==> src/lcb_pkg.sv <==
// Shared constants, types, microcode table and digit helpers for the card check block.
package lcb_pkg;

    localparam int MAX_DIGITS    = 19;
    localparam int DIGIT_SLOTS   = 20;
    localparam int CARD_W        = 64;
    localparam int BCD_W         = 4 * DIGIT_SLOTS;
    localparam int BITS_PER_STEP = 2;
    localparam int DABBLE_STEPS  = CARD_W / BITS_PER_STEP;
    localparam int CNT_W         = 5;
    localparam int LOOP_W        = 5;
    localparam int PC_W          = 2;
    localparam int VISA_MIN_LEN  = 12;

    localparam logic [1:0] BRAND_INVALID    = 2'd0;
    localparam logic [1:0] BRAND_AMEX       = 2'd1;
    localparam logic [1:0] BRAND_MASTERCARD = 2'd2;
    localparam logic [1:0] BRAND_VISA       = 2'd3;

    localparam logic [PC_W-1:0] PC_IDLE   = 2'd0;
    localparam logic [PC_W-1:0] PC_DABBLE = 2'd1;
    localparam logic [PC_W-1:0] PC_SCAN   = 2'd2;
    localparam logic [PC_W-1:0] PC_EMIT   = 2'd3;

    typedef enum logic [1:0] {
        OP_LOAD   = 2'd0,
        OP_DABBLE = 2'd1,
        OP_SCAN   = 2'd2,
        OP_EMIT   = 2'd3
    } t_op;

    typedef enum logic [1:0] {
        COND_IDLE   = 2'd0,
        COND_LOOP   = 2'd1,
        COND_ALWAYS = 2'd2
    } t_cond;

    typedef struct packed {
        t_op              op;
        t_cond            cond;
        logic [PC_W-1:0]  target;
        logic             loop_ld;
        logic [LOOP_W-1:0] loop_val;
    } t_uword;

    function automatic t_uword ucode(input logic [PC_W-1:0] pc);
        t_uword uw;
        uw = '{op: OP_LOAD, cond: COND_ALWAYS, target: PC_IDLE, loop_ld: 1'b0, loop_val: '0};
        case (pc)
            PC_IDLE: begin
                uw = '{op: OP_LOAD, cond: COND_IDLE, target: PC_IDLE, loop_ld: 1'b1,
                       loop_val: LOOP_W'(DABBLE_STEPS - 1)};
            end
            PC_DABBLE: begin
                uw = '{op: OP_DABBLE, cond: COND_LOOP, target: PC_DABBLE, loop_ld: 1'b1,
                       loop_val: LOOP_W'(DIGIT_SLOTS - 1)};
            end
            PC_SCAN: begin
                uw = '{op: OP_SCAN, cond: COND_LOOP, target: PC_SCAN, loop_ld: 1'b0,
                       loop_val: '0};
            end
            PC_EMIT: begin
                uw = '{op: OP_EMIT, cond: COND_ALWAYS, target: PC_IDLE, loop_ld: 1'b0,
                       loop_val: '0};
            end
            default: begin
                uw = '{op: OP_LOAD, cond: COND_ALWAYS, target: PC_IDLE, loop_ld: 1'b0,
                       loop_val: '0};
            end
        endcase
        return uw;
    endfunction

    function automatic logic [BCD_W-1:0] dabble_bit(input logic [BCD_W-1:0] bcd,
                                                    input logic b);
        logic [BCD_W-1:0] adj;
        adj = bcd;
        for (int k = 0; k < DIGIT_SLOTS; k++) begin
            if (bcd[4*k +: 4] >= 4'd5) begin
                adj[4*k +: 4] = bcd[4*k +: 4] + 4'd3;
            end
        end
        return {adj[BCD_W-2:0], b};
    endfunction

    function automatic logic [3:0] luhn_dbl(input logic [3:0] d);
        logic [3:0] r;
        case (d)
            4'd0:    r = 4'd0;
            4'd1:    r = 4'd2;
            4'd2:    r = 4'd4;
            4'd3:    r = 4'd6;
            4'd4:    r = 4'd8;
            4'd5:    r = 4'd1;
            4'd6:    r = 4'd3;
            4'd7:    r = 4'd5;
            4'd8:    r = 4'd7;
            4'd9:    r = 4'd9;
            default: r = 4'd0;
        endcase
        return r;
    endfunction

endpackage

==> src/luhn_card_brand_check_top.sv <==
// Top level of the Luhn checksum and card brand check.
// A card number is taken when start is high and busy is low. Each number goes
// from acceptance to result through one load step, 32 conversion steps of two
// bits each into decimal digits, 20 digit steps for the Luhn sum and count, and
// one decode step, all run by the microcode sequencer. The result is on the
// output ports for one cycle while o_valid is high and must be taken then; busy
// falls in that same cycle, so the next word may be started alongside it.
module luhn_card_brand_check_top (
    input  logic                        i_clk,
    input  logic                        i_rst_n,
    input  logic                        start,
    output logic                        busy,
    input  logic [lcb_pkg::CARD_W-1:0]  i_card_number,
    output logic [1:0]                  o_brand,
    output logic                        o_checksum_ok,
    output logic [lcb_pkg::CNT_W-1:0]   o_digit_total,
    output logic                        o_valid
);
    import lcb_pkg::*;

    t_op op;

    lcb_seq u_seq (
        .i_clk   (i_clk),
        .i_rst_n (i_rst_n),
        .start   (start),
        .busy    (busy),
        .o_op    (op)
    );

    lcb_dp u_dp (
        .i_clk         (i_clk),
        .i_rst_n       (i_rst_n),
        .i_op          (op),
        .i_card_number (i_card_number),
        .o_brand       (o_brand),
        .o_checksum_ok (o_checksum_ok),
        .o_digit_total (o_digit_total),
        .o_valid       (o_valid)
    );

    a_strobe_single: assert property (@(posedge i_clk) disable iff (!i_rst_n)
        o_valid |=> !o_valid)
        else $error("result strobe held longer than one cycle");

    a_accept_busy: assert property (@(posedge i_clk) disable iff (!i_rst_n)
        (start && !busy) |=> busy)
        else $error("accepted word did not raise busy");

    a_brand_needs_ok: assert property (@(posedge i_clk) disable iff (!i_rst_n)
        (o_valid && (o_brand != BRAND_INVALID)) |-> o_checksum_ok)
        else $error("brand reported with failed checksum");

    a_visa_len: assert property (@(posedge i_clk) disable iff (!i_rst_n)
        (o_valid && (o_brand == BRAND_VISA)) |-> (o_digit_total > CNT_W'(VISA_MIN_LEN)))
        else $error("visa reported for short number");

    a_count_range: assert property (@(posedge i_clk) disable iff (!i_rst_n)
        o_valid |-> (o_digit_total <= CNT_W'(DIGIT_SLOTS)))
        else $error("digit count out of range");

endmodule

==> src/lcb_seq.sv <==
// Microcode sequencer: step counter, loop counter and conditional jumps.
module lcb_seq (
    input  logic        i_clk,
    input  logic        i_rst_n,
    input  logic        start,
    output logic        busy,
    output lcb_pkg::t_op o_op
);
    import lcb_pkg::*;

    logic [PC_W-1:0]   r_pc;
    logic [PC_W-1:0]   n_pc;
    logic [LOOP_W-1:0] r_loop;
    logic [LOOP_W-1:0] n_loop;
    t_uword            uw;
    logic              taken;

    always_comb begin
        uw = ucode(r_pc);
        case (uw.cond)
            COND_IDLE:   taken = !start;
            COND_LOOP:   taken = (r_loop != '0);
            COND_ALWAYS: taken = 1'b1;
            default:     taken = 1'b1;
        endcase
        n_loop = r_loop;
        if (taken) begin
            n_pc = uw.target;
            if (uw.cond == COND_LOOP) begin
                n_loop = r_loop - LOOP_W'(1);
            end
        end else begin
            n_pc = r_pc + PC_W'(1);
            if (uw.loop_ld) begin
                n_loop = uw.loop_val;
            end
        end
    end

    always_ff @(posedge i_clk) begin
        if (!i_rst_n) begin
            r_pc   <= PC_IDLE;
            r_loop <= '0;
        end else begin
            r_pc   <= n_pc;
            r_loop <= n_loop;
        end
    end

    assign busy = (r_pc != PC_IDLE);
    assign o_op = uw.op;

endmodule

==> src/lcb_dp.sv <==
// Datapath: binary to decimal conversion, digit scan, Luhn sum and brand decode.
module lcb_dp (
    input  logic                        i_clk,
    input  logic                        i_rst_n,
    input  lcb_pkg::t_op                i_op,
    input  logic [lcb_pkg::CARD_W-1:0]  i_card_number,
    output logic [1:0]                  o_brand,
    output logic                        o_checksum_ok,
    output logic [lcb_pkg::CNT_W-1:0]   o_digit_total,
    output logic                        o_valid
);
    import lcb_pkg::*;

    logic [CARD_W-1:0] r_bin;
    logic [BCD_W-1:0]  r_bcd;
    logic [CNT_W-1:0]  r_idx;
    logic [3:0]        r_sum;
    logic [CNT_W-1:0]  r_cnt;
    logic [3:0]        r_lead;
    logic [3:0]        r_next;
    logic              r_two;
    logic [3:0]        r_prev;
    logic [1:0]        r_brand;
    logic              r_ok;
    logic [CNT_W-1:0]  r_total;
    logic              r_valid;

    logic [BCD_W-1:0]  n_bcd;
    logic [3:0]        dig;
    logic [3:0]        dval;
    logic [4:0]        sum5;
    logic [3:0]        n_sum;
    logic              over;
    logic              ok;
    logic              amex;
    logic              mc;
    logic              visa;
    logic [1:0]        n_brand;

    always_comb begin
        n_bcd = dabble_bit(dabble_bit(r_bcd, r_bin[CARD_W-1]), r_bin[CARD_W-2]);
        dig   = r_bcd[3:0];
        dval  = r_idx[0] ? luhn_dbl(dig) : dig;
        sum5  = {1'b0, r_sum} + {1'b0, dval};
        n_sum = (sum5 >= 5'd10) ? 4'(sum5 - 5'd10) : sum5[3:0];
        over  = (r_cnt > CNT_W'(MAX_DIGITS));
        ok    = !over && (r_sum == 4'd0);
        amex  = r_two && (r_lead == 4'd3) && ((r_next == 4'd4) || (r_next == 4'd7));
        mc    = r_two && (r_lead == 4'd5) && (r_next >= 4'd1) && (r_next <= 4'd5);
        visa  = (r_lead == 4'd4) && (r_cnt > CNT_W'(VISA_MIN_LEN));
        if (!ok) begin
            n_brand = BRAND_INVALID;
        end else if (amex) begin
            n_brand = BRAND_AMEX;
        end else if (mc) begin
            n_brand = BRAND_MASTERCARD;
        end else if (visa) begin
            n_brand = BRAND_VISA;
        end else begin
            n_brand = BRAND_INVALID;
        end
    end

    always_ff @(posedge i_clk) begin
        case (i_op)
            OP_LOAD: begin
                r_bin  <= i_card_number;
                r_bcd  <= '0;
                r_idx  <= '0;
                r_sum  <= '0;
                r_cnt  <= '0;
                r_lead <= '0;
                r_next <= '0;
                r_two  <= 1'b0;
                r_prev <= '0;
            end
            OP_DABBLE: begin
                r_bcd <= n_bcd;
                r_bin <= {r_bin[CARD_W-BITS_PER_STEP-1:0], BITS_PER_STEP'(0)};
            end
            OP_SCAN: begin
                r_bcd  <= {4'd0, r_bcd[BCD_W-1:4]};
                r_idx  <= r_idx + CNT_W'(1);
                r_sum  <= n_sum;
                r_prev <= dig;
                if (dig != 4'd0) begin
                    r_cnt  <= r_idx + CNT_W'(1);
                    r_lead <= dig;
                    r_next <= r_prev;
                    r_two  <= (r_idx != '0);
                end
            end
            OP_EMIT: begin
                r_brand <= n_brand;
                r_ok    <= ok;
                r_total <= r_cnt;
            end
            default: begin
                r_bin <= r_bin;
            end
        endcase
    end

    always_ff @(posedge i_clk) begin
        if (!i_rst_n) begin
            r_valid <= 1'b0;
        end else begin
            r_valid <= (i_op == OP_EMIT);
        end
    end

    assign o_brand       = r_brand;
    assign o_checksum_ok = r_ok;
    assign o_digit_total = r_total;
    assign o_valid       = r_valid;

endmodule
==> config.mk <==
export PLATFORM = sky130hd
export DESIGN_NAME = luhn_card_brand_check_top
export DESIGN_NICKNAME = d
export VERILOG_FILES = /design/src/lcb_pkg.sv /design/src/luhn_card_brand_check_top.sv /design/src/lcb_seq.sv /design/src/lcb_dp.sv
export SDC_FILE = /design/constraint.sdc
export NUM_CORES = 1
export LEC_CHECK = 0
export BUFFER_PORTS_ARGS = -buffer_cell sky130_fd_sc_hd__buf_2
export CORE_MARGIN = 2
export CORE_UTILIZATION = 35
export CTS_CLUSTER_DIAMETER = 100
export DETAILED_ROUTE_END_ITERATION = 10
export PLACE_DENSITY = 0.55
export SETUP_SLACK_MARGIN = 0.5
export SYNTH_ARGS = -nofsm -noshare
export SYNTH_HDL_FRONTEND = slang
export SYNTH_SLANG_ARGS = --single-unit
export TNS_END_PERCENT = 20
==> constraint.sdc <==
create_clock -name i_clk -period 4.2 [get_ports i_clk]
set_clock_uncertainty 0.05 [all_clocks]
set_input_delay 0.42 -clock i_clk [delete_from_list [all_inputs] [get_ports i_clk]]
set_output_delay 0.42 -clock i_clk [all_outputs]
set_load 0.05 [all_outputs]
==> results.md, run 1 <==
- Final hold violation count: 0
- Internal power: ~5.6 mW
- Number of vias per cell: 4.96
- Initial antenna violation count: 0
- Fillcell total: about 3,300
- Routed length per instance: between 10 and 15 um
- Initial core utilization: 0.358
- Outcome: finished clean
- CP required: 4.53 ns
- RSZ-0062 raised after global routing: false
- Period utilisation layout: 0.818
- Chip width: around 190 um
- # IOs: 77
- Yosys warns: 0
- Largest net degree at the start of global routing: 74
- Flop pwr share: 0.392
- Die Y: 190 um
- Hold WS: 0.220 ns
- Switch share: 0.373
- F_max: 0.291 GHz
- Post-CTS sizing: 0
- Top FF cell, synth: edfxtp_1
- CTS Buffer Depth: 2
- Pwr per Cell Area: about 650 nW/um^2
- Hold_buf cts: 0
- Post-CTS Setup Inserts: 0
- Syn_nets: between 1,000 and 1,500
- Syn Std Cell Area: between 10,000 and 15,000 um^2
- Post-DP HPWL: 16.0 mm
- Synthesized area per cell: about 11 um^2
- Detailed-route wire length: 22.9 mm
- Final Net Count: 1,334
- Hold Crit Class: in -> reg
- Async SR Flop Fraction: 0
- Antenna viol nets, final: 0
- Ranking of synthesized cells by area: edfxtp_1 45%, ha_1 9.9%, mux2_2 7.1%
- CP max FO: 8
- Clk sink count: 191
- Core Area: around 34,000 um^2
- LEAKAGE: roughly 5.5 nW
- Clk slew on worst S/H paths: ~0.080 ns
- Critical Path Source Type: flop
- DRC: 0
- CP endpoint kind: flop
- Area added between synthesis and finish: 12.6%
- Worst EP arrival: around 3.8 ns
- Post-synthesis register bit count: between 150 and 200
- Cells after synthesis: around 1,100
- NetSw: 3.31 mW
- Most frequent cells in the layout: 179 x edfxtp_1, 94 x a21oi_1, 94 x ha_1
- CTS H-tree depth: 4
- Max VDD drop: 0.307 mV
- Share of cells above drive strength 1: 0.177
- Storage cell area: about 5600 um^2
- Slew @ Worst Pin: ~0.79 ns
- Global placer's final weighted congestion: between 0.7 and 0.8
- Slew Limit Fails: 0
- Detailed Route Iter0 Violations: 508
- DR vias: 8,098
- Row count: 67
- Cell taking the most area after synthesis: edfxtp_1
- Total Routing Usage GR: 0.131
- Grt total ovfl: 0
- Final worst path period need: 3.44 ns
- Max-slew headroom: 0.476
- Port-buffer cells: 76
- Post-synth top area share: 0.446
- Commonest non-fill, non-tap cell in the layout: edfxtp_1
- Pre-antenna DRT Iters: 5
- Clock latency on the worst-skew pair: ~0.44 ns
- Root Buffer: clkbuf_16
- Setup TNS Final: 0 ns
- Area of the multi-input gates: approximately 6000 um^2
- Post-synth EDFFs: approximately 180
- Max Cap Viol: 0
- Inserted Clock Buffers: 17
- Vias in the first global route: between 7,000 and 8,000
- Setup CP Type: reg -> reg
- First-pass GRT wire length: between 30 and 40 mm
- Logic pwr share: 0.411
- Setup Viol. Count Final: 0
- ANT cells: 0
- Sequential element share of the synthesized area: 0.466
- Clock share of power: 0.197
- Synth unique cells: 66
- CTS tree: built
- Die area: ~36,000 um^2
-- sequential cells by signal (all words and copies together) (netlist names), named ones only --
name / count
u_dp.r_bcd: 80
u_dp.r_bin: 64
u_dp.o_digit_total: 5
u_dp.r_cnt: 5
u_dp.r_idx: 5
u_seq.r_loop: 5
u_dp.r_lead: 4
u_dp.r_next: 4
u_dp.r_prev: 4
u_dp.r_sum: 4
u_dp.o_brand: 2
u_seq.r_pc: 2
u_dp.o_checksum_ok: 1
u_dp.o_valid: 1
u_dp.r_two: 1
-- worst max-delay path, cell delays in order, from the launching register on --
cell	delay (ns)
edfxtp_1	0.50
inv_1	0.20
ha_1	0.24
and2b_2	0.19
o22ai_1	0.10
or2_1	0.28
ha_1	0.23
nor2b_1	0.16
or3_1	0.31
a211o_1	0.31
mux2_4	0.30
or3_1	0.37
a21oi_2	0.13
-- power groups by stage --
| stage | Clock, mW | Sequential, mW | Combinational [mW] |
|---|---|---|---|
| floorplan | 0 | 3.39 | 2.95 |
| global placement | 0 | 3.51 | 3.62 |
| detailed placement | 0 | 3.52 | 3.69 |
| CTS | 1.80 | 3.49 | 3.71 |
| global route | 1.87 | 3.58 | 4.16 |
| finish | 1.75 | 3.48 | 3.65 |
-- synth_stat cells, drive strengths merged (19+ instances only) --
cell type and instances:
nor2 46, mux2i 48, xnor2 45, o21ai 81, nand2 67, nor3b 37, mux2 77, nor2b 19
nand2b 29, a22o 35, a21oi 95, and2 20, edfxtp 179, clkbuf 29, ha 95, inv 84
-- routing by layer --
metal,up-vias,wire (um),track usage,share of wire
met1,3870,10900,0.168,0.48
met3,17,536,0.0220,0.023
met2,74,11200,0.230,0.49
li1,4137,-,-,-
met5,-,0,0,0
met4,0,262,0.0331,0.011
-- cell families after synthesis --
family          count (synthesis)  synth area share
compound gates                258             0.131
xor+xnor                       46            0.0334
simple gates                  264             0.120
fa+ha+maj                      96             0.100
buf+inv                       117            0.0375
mux                           125             0.112
flops                         191             0.466
-- path summary, 6_finish.rpt --
path	start	end	slack, ns	depth (start not counted)
min	i_card_number[50]	u_dp.r_bin[50]	0.22	2
max	u_dp.r_bcd[0]	flop	0.76	12
min reg2reg	u_dp.r_cnt[0]	u_dp.o_digit_total[0]	0.41	0
max reg2reg	u_dp.r_bcd[0]	flop	0.76	12
-- metrics by stage --
stage          cell area, um^2   util  worst slack (ns)  cells  power, mW
2_1_floorplan            12100      -              1.05   1097       6.34
3_3_place_gp             13000  0.384             0.858   1600       7.13
3_5_place_dp             13000  0.384             0.785   1600       7.22
4_1_cts                  13600  0.403             0.756   1632       9.00
5_1_grt                  13600  0.403             0.557   1632       9.61
6_report                 13600  0.403             0.763   1632       8.89
-- cell type report --
| cell class | count | area share |
|---|---|---|
| Multi-Input combinational cell | 789 | 0.442 |
| Inverter | 85 | 0.0236 |
| Clock buffer | 17 | 0.0313 |
| Clock inverter | 15 | 0.0144 |
| Tap cell | 448 | 0.0413 |
| Timing Repair Buffer | 87 | 0.0341 |
| Sequential cell | 191 | 0.414 |
Power figures use the tool's default switching activity.
==> inputs of run 2 (changes only) <==
--- a/config.mk
+++ b/config.mk
@@ -5,6 +5,7 @@
 export SDC_FILE = /design/constraint.sdc
 export NUM_CORES = 1
 export LEC_CHECK = 0
+export ABC_AREA = 1
 export BUFFER_PORTS_ARGS = -buffer_cell sky130_fd_sc_hd__buf_2
 export CORE_MARGIN = 2
 export CORE_UTILIZATION = 35
==> constraint.sdc (replaced) <==
create_clock -name i_clk -period 3 [get_ports i_clk]
set_clock_uncertainty 0.05 [all_clocks]
set_input_delay 0.3 -clock i_clk [delete_from_list [all_inputs] [get_ports i_clk]]
set_output_delay 0.3 -clock i_clk [all_outputs]
set_load 0.05 [all_outputs]
==> results.md, run 2 <==
- Outcome: finished clean
- LEAKAGE: approximately 6.5 nW
- Die Y: about 190 um
- Pwr per Cell Area: approximately 960 nW/um^2
- CP max FO: 6
- Total power: around 14 mW
- Most common cell in the netlist: nand2_1
- Antenna viol nets, final: 0
- Setup Viol. Count Final: 0
- Grt total ovfl: 0
- Reg2reg setup slack: about 0.51 ns
- First-pass GRT wire length: 44.1 mm
- Final worst path period need: between 2 and 2.5 ns
- # IOs: between 70 and 80
- Slew Limit Fails: 0
- Post-DP HPWL: roughly 18 mm
- Crit path from: u_dp.r_idx[0]
- RSZ-0062 raised after global routing: true
- Routed length per instance: approximately 13 um
- Ranking of synthesized cells by area: edfxtp_1 44%, nand2_1 12%, ha_1 9.7%
- DR vias: ~9,900
- Critical Path Source Type: flop
- Fillcell total: approximately 3,400
- Die area: ~37,000 um^2
- Switch share: 0.435
- Hold endpoint: u_dp.r_bin[38]
- Commonest non-fill, non-tap cell in the layout: nand2_1
- Top Registers: u_dp.r_bcd (80), u_dp.r_bin (64)
- Clock share of power: 0.169
- Root Buffer: clkbuf_16
- Max VDD drop: 0.514 mV
- Max Cap Viol: 0
- Slew @ Worst Pin: about 0.8 ns
- Max reg flops: 80
- Most frequent cells in the layout: 346 x nand2_1, 194 x inv_1, 179 x edfxtp_1
- Cell taking the most area after synthesis: edfxtp_1
- Internal power: ~8.1 mW
- Inserted Clock Buffers: 17
- Period utilisation layout: 0.830
- Worst-case reg-to-reg path depth: 11
- Clk sink count: 191
- Largest net degree at the start of global routing: 64
- R2r endpoint: u_dp.r_sum[2]
- Synth top cells by count: 377 x nand2_1, 242 x inv_1, 179 x edfxtp_1
- Initial antenna violation count: 0
- Logic pwr share: 0.491
- Hold Crit Class: in -> reg
- CP required: between 3 and 4 ns
- Number of vias per cell: just under 5
- Detailed Route Iter0 Violations: around 540
- CTS Buffer Depth: 2
- CP endpoint kind: flop
- Min-delay src: i_card_number[38]
- Row count: 68
- NetSw: around 6.3 mW
- Pre-antenna DRT Iters: 5
- F_max: around 0.4 GHz
- Post-synth EDFFs: around 180
- Share of cells above drive strength 1: 0.260
- Setup TNS Final: 0 ns
- Async SR Flop Fraction: 0
- DRC: 0
- Final Net Count: around 1,700
- Hold path depth: 3
- Syn_nets: between 1,500 and 2,000
- Max-slew headroom: 0.465
- Setup CP Type: reg -> reg
- Synthesized area per cell: roughly 8.5 um^2
- Register name with the most flops: u_dp.r_bcd
- Area added between synthesis and finish: 22.7%
- Clock latency on the worst-skew pair: approximately 0.45 ns
- Chip width: 191 um
- Final hold violation count: 0
- ANT cells: 0
- Post-synth top area share: 0.439
- Synth unique cells: 42
- Yosys warns: 0
- Core Area: ~35,000 um^2
- Detailed-route wire length: around 28 mm
- Sequential element share of the synthesized area: 0.458
- Post-synthesis register bit count: between 150 and 200
- Clk slew on worst S/H paths: approximately 0.080 ns
- Vias in the first global route: ~9,000
- Flop pwr share: 0.340
- CTS H-tree depth: 4
- Initial core utilization: 0.355
- Syn Std Cell Area: around 12,000 um^2
- Port-buffer cells: 76
- R2r startpoint: u_dp.r_idx[0]
- Top FF cell, synth: edfxtp_1
- Hold WS: about 0.055 ns
- Worst EP arrival: ~2.7 ns
- Total Routing Usage GR: 0.149
- CTS tree: built
- Cells after synthesis: around 1,400
- Global placer's final weighted congestion: 0.791
## run 2: how the worst max path moves through the flow
stage	endpoint	slack [ns]	cells after the start
final	u_dp.r_sum[2]	0.51	11
after global routing	u_dp.r_sum[2]	0.36	14
after CTS	u_dp.r_bcd[26]	0.47	14
after detailed placement	flop	0.37	16
after global placement	u_dp.r_bcd[57]	0.48	12
after floorplan	flop	0.50	7
## run 2: repair_timing
action,in CTS,in global routing
resized for setup,16,206
setup buffers,6,59
endpoints found under the setup margin,19,64
pin swaps,8,70
hold buffers,0,0
## run 2: power groups by stage
stage                     Clock (mW)  Sequential, mW  Combinational [mW]
after floorplan                    0            4.83                4.39
after global placement             0            4.92                5.60
after detailed placement           0            4.93                5.73
after CTS                       2.49            4.88                5.89
after global routing            2.58            5.02                8.01
final                           2.43            4.90                7.08
## run 2: through the flow
step / worst slack (ns) / area (um^2) / instances / util
2_1_floorplan: 0.502 / 12300 / 1441 / -
3_3_place_gp: 0.482 / 13200 / 1952 / 0.383
3_5_place_dp: 0.370 / 13200 / 1952 / 0.383
4_1_cts: 0.471 / 13900 / 1990 / 0.404
5_1_grt: 0.363 / 15000 / 2049 / 0.435
6_report: 0.510 / 15000 / 2049 / 0.435
## run 2: logic make-up (layout without fill, tap and decap cells)
family	Yosys count	count (layout)	synth area share
flops	191	191	0.458
compound gates	357	357	0.173
xor+xnor	26	26	0.0186
buf+inv	277	430	0.0856
fa+ha+maj	96	96	0.0987
simple gates	494	494	0.166
## run 2: per-layer routing
| metal | track usage | share of wire | up-vias |
|---|---|---|---|
| li1 | - | - | 5078 |
| met1 | 0.191 | 0.46 | 4674 |
| met2 | 0.258 | 0.50 | 117 |
| met5 | 0 | 0 | - |
| met4 | 0.0370 | 0.017 | 0 |
| met3 | 0.0274 | 0.022 | 26 |
## run 2: worst max-delay path, cell delays in order (launching register included)
cell and delay [ns]:
edfxtp_1 0.48, nand2_1 0.13, o21ai_2 0.06, ha_2 0.21, fa_2 0.43, nand2_2 0.08
inv_2 0.05, or2_2 0.28, a21oi_2 0.15, nand2_2 0.12, o21ai_2 0.16, a21oi_1 0.06
## run 2: layout make-up
| class | instances | area (um^2) | share of cell area |
|---|---|---|---|
| Multi-Input combinational cell | 973 | 6300 | 0.419 |
| Sequential cell | 191 | 5620 | 0.374 |
| Timing Repair Buffer | 153 | 995 | 0.0662 |
| Inverter | 245 | 931 | 0.0619 |
| Tap cell | 455 | 569 | 0.0379 |
| Clock buffer | 17 | 425 | 0.0283 |
| Clock inverter | 15 | 195 | 0.0130 |
